`config.mk`:
```
export PLATFORM = sky130hd
export DESIGN_NAME = prpi_alu
export DESIGN_NICKNAME = d
export VERILOG_FILES = /design/src/rtl/prpi_pkg.sv /design/src/rtl/prpi_alu.sv
export SDC_FILE = /design/constraint.sdc
export NUM_CORES = 2
export LEC_CHECK = 0
export BUFFER_PORTS_ARGS = -buffer_cell sky130_fd_sc_hd__buf_2
export CORE_MARGIN = 2
export CORE_UTILIZATION = 35
export CTS_CLUSTER_SIZE = 20
export DETAILED_ROUTE_END_ITERATION = 10
export GPL_ROUTABILITY_DRIVEN = 1
export SYNTH_ARGS = -nofsm -noshare
export SYNTH_HDL_FRONTEND = slang
export SYNTH_SLANG_ARGS = --single-unit
```
`constraint.sdc`:
```
create_clock -name clk_i -period 14.1 [get_ports clk_i]
set_input_delay 2.82 -clock clk_i [delete_from_list [all_inputs] [get_ports clk_i]]
set_output_delay 2.82 -clock clk_i [all_outputs]
set_load 0.05 [all_outputs]
```
`src/rtl/prpi_pkg.sv`:
```
// ----------------------------------------------------------------------------
// prpi_pkg
// Shared types and codes for the PageRank pull iteration engine.
// ----------------------------------------------------------------------------
package prpi_pkg;

  localparam int unsigned FuncW = 2;
  localparam int unsigned VertW = 10;
  localparam int unsigned DegW  = 16;
  localparam int unsigned InW   = 72;
  localparam int unsigned OutW  = 72;
  localparam int unsigned AddrW = 3;

  // Table depth; a vertex index is the full vertex field.
  localparam int unsigned NumVertices = 1024;

  typedef enum logic [FuncW-1:0] {
    FUNC_LOAD   = 2'd0,
    FUNC_PULL   = 2'd1,
    FUNC_UPDATE = 2'd2,
    FUNC_NONE   = 2'd3
  } func_e;

  localparam logic [AddrW-1:0] RegDamping = 3'd0;
  localparam logic [AddrW-1:0] RegBase    = 3'd4;

  localparam logic [31:0] DampingReset = 32'd1825361101;

  // Command from the sequencer to the shared datapath unit.
  typedef enum logic [3:0] {
    UOP_MUL = 4'b0001,
    UOP_ADD = 4'b0010,
    UOP_SUB = 4'b0100,
    UOP_DIV = 4'b1000
  } uop_e;

  typedef struct packed {
    logic start;
    uop_e op;
  } ucmd_t;

  typedef struct packed {
    logic done;
    logic clip;
  } ustat_t;

endpackage

```
`src/rtl/prpi_alu.sv`:
```
// ----------------------------------------------------------------------------
// prpi_alu
// Shared arithmetic unit: fractional multiply (product shifted down by the
// fraction width, saturating), saturating add, absolute difference and a
// bit-serial restoring divide of 1.0 by a degree.
// ----------------------------------------------------------------------------
module prpi_alu #(
  parameter int unsigned RankBits = 32
) (
  input  logic                            clk_i,
  input  logic                            rst_ni,
  input  prpi_pkg::ucmd_t                 cmd_i,
  input  logic [RankBits-1:0]             a_i,
  input  logic [RankBits-1:0]             b_i,
  output prpi_pkg::ustat_t                stat_o,
  output logic [RankBits-1:0]             res_o
);

  localparam int unsigned FracBits = RankBits - 1;
  localparam int unsigned HalfW = (RankBits + 1) / 2;
  localparam int unsigned ProdW = 2 * RankBits;
  localparam int unsigned CntW = $clog2(RankBits + 1);

  logic [ProdW-1:0]    acc_q, acc_d;
  logic [RankBits-1:0] quo_q, quo_d;
  logic [RankBits:0]   rem_q, rem_d;
  logic [CntW-1:0]     cnt_q, cnt_d;
  logic                busy_q, busy_d;
  prpi_pkg::uop_e      op_q, op_d;
  logic                done_q, done_d;
  logic                clip_q, clip_d;
  logic [RankBits-1:0] res_q, res_d;

  logic [HalfW-1:0]        a_lo, a_hi;
  logic [HalfW+RankBits-1:0] part;
  logic [RankBits:0]       sum;
  logic [RankBits:0]       rem_sh;
  logic [ProdW-1:0]        prod_sh;

  assign a_lo = HalfW'(a_i);
  assign a_hi = HalfW'(a_i >> HalfW);
  // Multiply runs in two half-width partial products, low half first.
  assign part = (cnt_q == '0 ? a_lo : a_hi) * b_i;
  assign sum = {1'b0, a_i} + {1'b0, b_i};
  // The dividend 1.0 is a single one in the top bit, shifted in first.
  assign rem_sh = {rem_q[RankBits-1:0], (cnt_q == '0)};
  assign prod_sh = acc_q >> FracBits;

  always_comb begin
    acc_d = acc_q;
    quo_d = quo_q;
    rem_d = rem_q;
    cnt_d = cnt_q;
    busy_d = busy_q;
    op_d = op_q;
    done_d = 1'b0;
    clip_d = clip_q;
    res_d = res_q;
    if (cmd_i.start) begin
      op_d = cmd_i.op;
      cnt_d = '0;
      acc_d = '0;
      quo_d = '0;
      rem_d = '0;
      case (cmd_i.op)
        prpi_pkg::UOP_ADD: begin
          done_d = 1'b1;
          clip_d = sum[RankBits];
          res_d = sum[RankBits] ? '1 : sum[RankBits-1:0];
        end
        prpi_pkg::UOP_SUB: begin
          done_d = 1'b1;
          clip_d = 1'b0;
          res_d = (a_i >= b_i) ? a_i - b_i : b_i - a_i;
        end
        prpi_pkg::UOP_DIV: begin
          busy_d = 1'b1;
          clip_d = (b_i == '0);
        end
        default: begin
          busy_d = 1'b1;
          clip_d = 1'b0;
        end
      endcase
    end else if (busy_q) begin
      case (op_q)
        prpi_pkg::UOP_MUL: begin
          if (cnt_q == '0) begin
            acc_d = ProdW'(part);
            cnt_d = cnt_q + 1'b1;
          end else begin
            acc_d = acc_q + (ProdW'(part) << HalfW);
            cnt_d = cnt_q + 1'b1;
            if (cnt_q == CntW'(2)) begin
              busy_d = 1'b0;
              done_d = 1'b1;
              acc_d = acc_q;
              clip_d = (prod_sh >> RankBits) != '0;
              res_d = clip_d ? '1 : prod_sh[RankBits-1:0];
            end
          end
        end
        default: begin
          // Restoring divide of 2^FracBits by b, one quotient bit a cycle.
          if (rem_sh >= {1'b0, b_i}) begin
            rem_d = rem_sh - {1'b0, b_i};
            quo_d = {quo_q[RankBits-2:0], 1'b1};
          end else begin
            rem_d = rem_sh;
            quo_d = {quo_q[RankBits-2:0], 1'b0};
          end
          cnt_d = cnt_q + 1'b1;
          if (cnt_q == CntW'(RankBits - 1)) begin
            busy_d = 1'b0;
            done_d = 1'b1;
            res_d = clip_q ? '1 : quo_d;
            clip_d = 1'b0;
          end
        end
      endcase
    end
  end

  always_ff @(posedge clk_i or negedge rst_ni) begin
    if (!rst_ni) begin
      busy_q <= 1'b0;
      done_q <= 1'b0;
      cnt_q <= '0;
      op_q <= prpi_pkg::UOP_MUL;
    end else begin
      busy_q <= busy_d;
      done_q <= done_d;
      cnt_q <= cnt_d;
      op_q <= op_d;
    end
  end

  always_ff @(posedge clk_i) begin
    acc_q <= acc_d;
    quo_q <= quo_d;
    rem_q <= rem_d;
    clip_q <= clip_d;
    res_q <= res_d;
  end

  assign stat_o.done = done_q;
  assign stat_o.clip = clip_q;
  assign res_o = res_q;

endmodule

```
# Word level (Yosys, flattened, before mapping)
# Cells that the tools add are included.
[op_classes]
n_addsub = 6
n_mul = 1
magnitude_cmp = 2
eq_ne = 11
n_mux = 39
n_bitwise = 1
reduce_logical = 9
[ops]
columns = ["operator", "count"]
rows = [
  ["$mux 32", 11],
  ["$mux 64", 2],
  ["$sub 32x32->32", 3],
  ["$add 64x64->64", 1],
  ["$pmux 32 s2", 1],
  ["$mul 16x32->48", 1],
  ["$add 32x32->33", 1],
  ["$ge 33x32->1", 1],
  ["$ge 32x32->1", 1],
  ["$logic_not 32->1", 1],
  ["$mux 1", 21],
  ["$mux 16", 1],
  ["$mux 6", 2],
  ["$add 6x1->6 const B", 1],
  ["$eq 6x2->1 const B", 1],
  ["$eq 6x5->1 const B", 1],
  ["$logic_not 6->1", 1],
  ["$ne 3x3->1 const B", 2],
  ["$reduce_and 5->1", 1],
  ["$eq 4x1->1 const B", 1],
  ["$eq 4x2->1 const B", 1],
  ["$eq 4x3->1 const B", 1],
  ["$eq 4x4->1 const B", 1],
  ["$ne 2x2->1 const B", 2],
  ["9 further kinds", 9],
]
[totals]
ff_bits = 172
in_bits = 71
output_inout_bits = 34
wordCells = 78

# Logic depth before layout (Yosys ltp)
[logic_depth]
word_depth = 8
depth_mapped = 44
depth_no_buf = 40

# Worst setup path after synthesis
# No wires, ideal clock.
[synth_timing]
path_type = "input to register"
start = "in a_i[17]"
end = "reg acc_q[63]"
arrival_ns = 11.278
slack_ns = 2.748
cell_stages = 39
path_cell_list = "inv_1 -> o21ai_0 -> clkbuf_1 -> nand2_1 -> fa_1 -> inv_1 -> fa_1 -> inv_1 -> fa_1 -> inv_1 -> fa_1 -> fa_1 -> inv_1 -> fa_1 -> inv_1 -> ha_1 -> clkbuf_1 -> a21o_1 -> [... 3 more ...] -> o21ai_0 -> a21o_1 -> a41o_1 -> a21o_1 -> a21oi_1 -> xnor2_1 -> ha_1 -> a21o_1 -> a21o_1 -> a21o_1 -> a21oi_1 -> o21ai_0 -> a21oi_1 -> o21ai_0 -> o41ai_1 -> xor2_1 -> or4_1 -> a31oi_1"
[synth_via]
elab_chain_cells = 5
[synth_lines]
columns = ["element", "line", "text"]
rows = [
  ["start: declaration", "prpi_alu.sv:13", "input logic [RankBits-1:0] a_i,"],
  ["$mux 16", "prpi_alu.sv:43", "assign part = (cnt_q == '0 ? a_lo : a_hi) * b_i;"],
  ["$mul 16x32->48", "prpi_alu.sv:43", ""],
  ["$add 64x64->64", "prpi_alu.sv:92", "acc_d = acc_q + (ProdW'(part) << HalfW);"],
  ["$mux 64", "prpi_alu.sv:94", "if (cnt_q == CntW'(2)) begin"],
  ["$mux 64", "prpi_alu.sv:88", "if (cnt_q == '0) begin"],
  ["end signal: assignment", "prpi_alu.sv:139", "acc_q <= acc_d;"],
  ["end: declaration", "prpi_alu.sv:24", "logic [ProdW-1:0] acc_q, acc_d;"],
]
# No other way between the ends. The select of a mux whose other input is x is not followed.
# A chain may end at the register's enable or synchronous reset.

# Worst setup path in the final report
[layout_timing]
start = "in a_i[21]"
end = "reg acc_q[63]"
# Same word-level chain as after synthesis.

==> flow_summary_export.csv <==
group,metric,value,unit
critical_path,regToRegStartpoint,"cnt_q[2]",
finish,drive_gt1_frac,0.06165,
clock_tree,cts_resized,0,
drt,dr.pass1.iters,6,
floorplan,die_height,307.2,um
global_route,grt_pass1_vias,29055,
min_path,hold_end,"quo_q[11]",
global_route,grt_pass1_wl,177200,um
floorplan,initial_utilization,0.3521,
critical_path,cpPeakStageDelay,0.93,ns
timing,drv_slew,0,
min_path,hold-path-cell-count,2,
critical_path,end_kind,"flip-flop",
drt,wire_per_inst,22.02,um
timing,fmax,80.08,MHz
placement,port_buffers,104,
synthesis,synth_enable_flop_cells,33,
critical_path,cp-start-kind,"input pin",
global_route,grt_usage,0.2460,
timing,setup_violations,0,
synthesis,synth_top_area_share,0.2632,
critical_path,rrSetupSlack,2.69,ns
synthesis,synthArstFlopShare,0.07692,
critical_path,crit_required,14.52,ns
synthesis,syn_avg_cell_area,7.915,sq um
global_route,grt_max_degree,76,
global_route,grt_antenna_before_repair,7,
min_path,min-delay-start,"quo_q[10]",
synthesis,ys_types,87,
drt,drtAntennaViolNets,0,
finish,area_growth_syn_to_layout,6.790,%
finish,layout_common_cells,"inv_1 (595), nand2_1 (556), fa_1 (423)",
synthesis,synth_warnings,0,
clock_tree,clkLatencyLatePin,0.50,ns
min_path,hp-class,"flip-flop to flip-flop",
floorplan,dieArea,94370,sq um
clock_tree,htree_levels,4,
timing,fin_crit_sh,0.8857,
status,status,"completed",
drt,via_per_inst,5.554,
floorplan,core.rowCount,111,
synthesis,postSynthCellCount,4065,
synthesis,ys_seq_area_frac,0.1092,
synthesis,synth_fp_nets,4856,
synthesis,synth_area_leaders,"fa_1 (26%), ha_1 (12%), inv_1 (7.0%), dfxtp_1 (6.9%), nand2_1 (6.5%)",
critical_path,path_common_cell,"fa_1",
critical_path,worstPathArrival,12.91,ns
placement,hpwl,91980,um
clock_tree,tritoncts,"done",
critical_path,worstReg2RegEnd,"acc_q[63]",
synthesis,ys_seq_elements,156,
timing,hold_viol,0,
synthesis,yosysTopAreaCell,"fa_1",
synthesis,syn_area,32170,sq um
timing,worstMarginPinSlew,1.192,ns
critical_path,rr_worst_depth,33,
finish,final_common_cell,"inv_1",
clock_tree,clockBufferDepth,2,
timing,rsz0062_at_grt,"false",
global_route,overflow,0,
floorplan,core_area,91390,sq um
critical_path,crit_slowest_cell,"o21ai_2",
timing,slew_headroom,0.2052,
clock_tree,clkTransAtPathRegs,0.07,ns
critical_path,critPathKind,"input pin to flip-flop",
drt,drcViolationCount,0,
clock_tree,cts_sinks,156,
timing,min_period,12.49,ns
drt,num_vias,28962,
clock_tree,cts_hold_buf,0,
drt,drt_wl_total,114900,um
flow_run,cap_violations,0,
finish,nets,4801,
timing,fin_setup_tns,0,ns
clock_tree,clock-root-buffer,"clkbuf_16",
synthesis,synth_ff_type,"dfxtp_1",
placement,place.gp.congestion,0.9675,
clock_tree,post-cts-setup-buffer-count,0,
timing,skew,0.01438,ns
finish,fillerInstances,9566,
floorplan,die_x,307.2,um
critical_path,crit_fanout,24,
floorplan,io_pins,105,
drt,drt-initial-drc-count,2626,
clock_tree,cts_buffers,17,
[metrics by stage]
step           cells  worst slack [ns]  cell area [sq um]  hold slack [ns]    util
6_report        5215             1.612              34360           0.4605  0.3760
4_1_cts         5209             1.694              34340           0.4625  0.3758
3_3_place_gp    5177             1.380              33760           0.4488  0.3695
3_5_place_dp    5177             1.206              33760           0.4505  0.3695
5_1_grt         5209            0.9192              34340           0.4755  0.3758
2_1_floorplan   4065             2.748              32170           0.4362       -
[worst max-delay path, delay by kind of cell]
family                     cells  cell delay (ns)
xor gates and xnor gates       2             0.56
adders and majority gates      8             3.65
and+or+nand+nor                5             1.20
buffers and inverters          4             0.32
AOI/OAI and AO/OA             14             4.34
[layer usage]
metal  up-vias  part of all wire  track usage
met5         -           0.00049            0
met2      1115              0.45       0.3895
met1     14251              0.42       0.3201
met3       259             0.075      0.04852
met4         8             0.058       0.1224
li1      13329                 -            -
[Yosys cell counts, drive strengths merged, types with 9 or more instances]
library cell,n
a221o,9
nor2,272
a21o,95
clkbuf,200
a22oi,19
buf,27
a22o,18
a21oi,284
o21ai,173
nor2b,24
nand2,557
o211ai,20
mux2i,29
nand4,32
a311oi,10
fa,423
edfxtp,33
dfxtp,111
ha,297
nand3,41
o31ai,34
nor3,87
a221oi,10
or3,40
o21a,27
o21bai,48
xor2,45
nand2b,19
a211oi,49
dfrtp,11
and3,16
nor4,17
xnor2,87
a31oi,32
mux2,11
and2,134
inv,597
[kinds of logic after synthesis]
| family | Yosys count | synth area share |
|---|---|---|
| muxes | 40 | 0.01326 |
| xor gates and xnor gates | 132 | 0.03593 |
| AOI/OAI and AO/OA | 917 | 0.1846 |
| DFF | 156 | 0.1092 |
| and+or+nand+nor | 1276 | 0.1806 |
| buffers and inverters | 824 | 0.09757 |
| adders and majority gates | 720 | 0.3787 |
[sequential cells by signal, summed over array words and instances, names as in the netlist, 4 cells and up]
signal	cells
acc_q	48
cnt_q	6
op_q	4
quo_q	31
rem_q	32
res_o	32
[worst max path at each step]
stage,startpoint,endpoint,slack (ns),cells after the start
after floorplan,a_i[17],acc_q[63],2.75,39
after global placement,a_i[21],acc_q[63],1.38,33
after detailed placement,a_i[21],acc_q[63],1.21,33
after CTS,a_i[21],acc_q[63],1.69,33
after global routing,a_i[21],acc_q[63],0.92,33
final,a_i[21],acc_q[63],1.61,33
[layout make-up]
cell class | instances | area [sq um] | share of cell area
diodes | 6 | 15.01 | 0.0004370
clock buffers | 17 | 425.4 | 0.01238
clock inverters | 15 | 155.1 | 0.004516
inverters | 597 | 2241 | 0.06522
multi-input cells | 3085 | 25630 | 0.7460
flip-flops and latches | 156 | 3515 | 0.1023
well taps | 1186 | 1484 | 0.04319
repair buffers | 153 | 890.9 | 0.02593
Power is not shown: default switching activity piles up to over one toggle a cycle in this logic, so the estimate is an artifact.
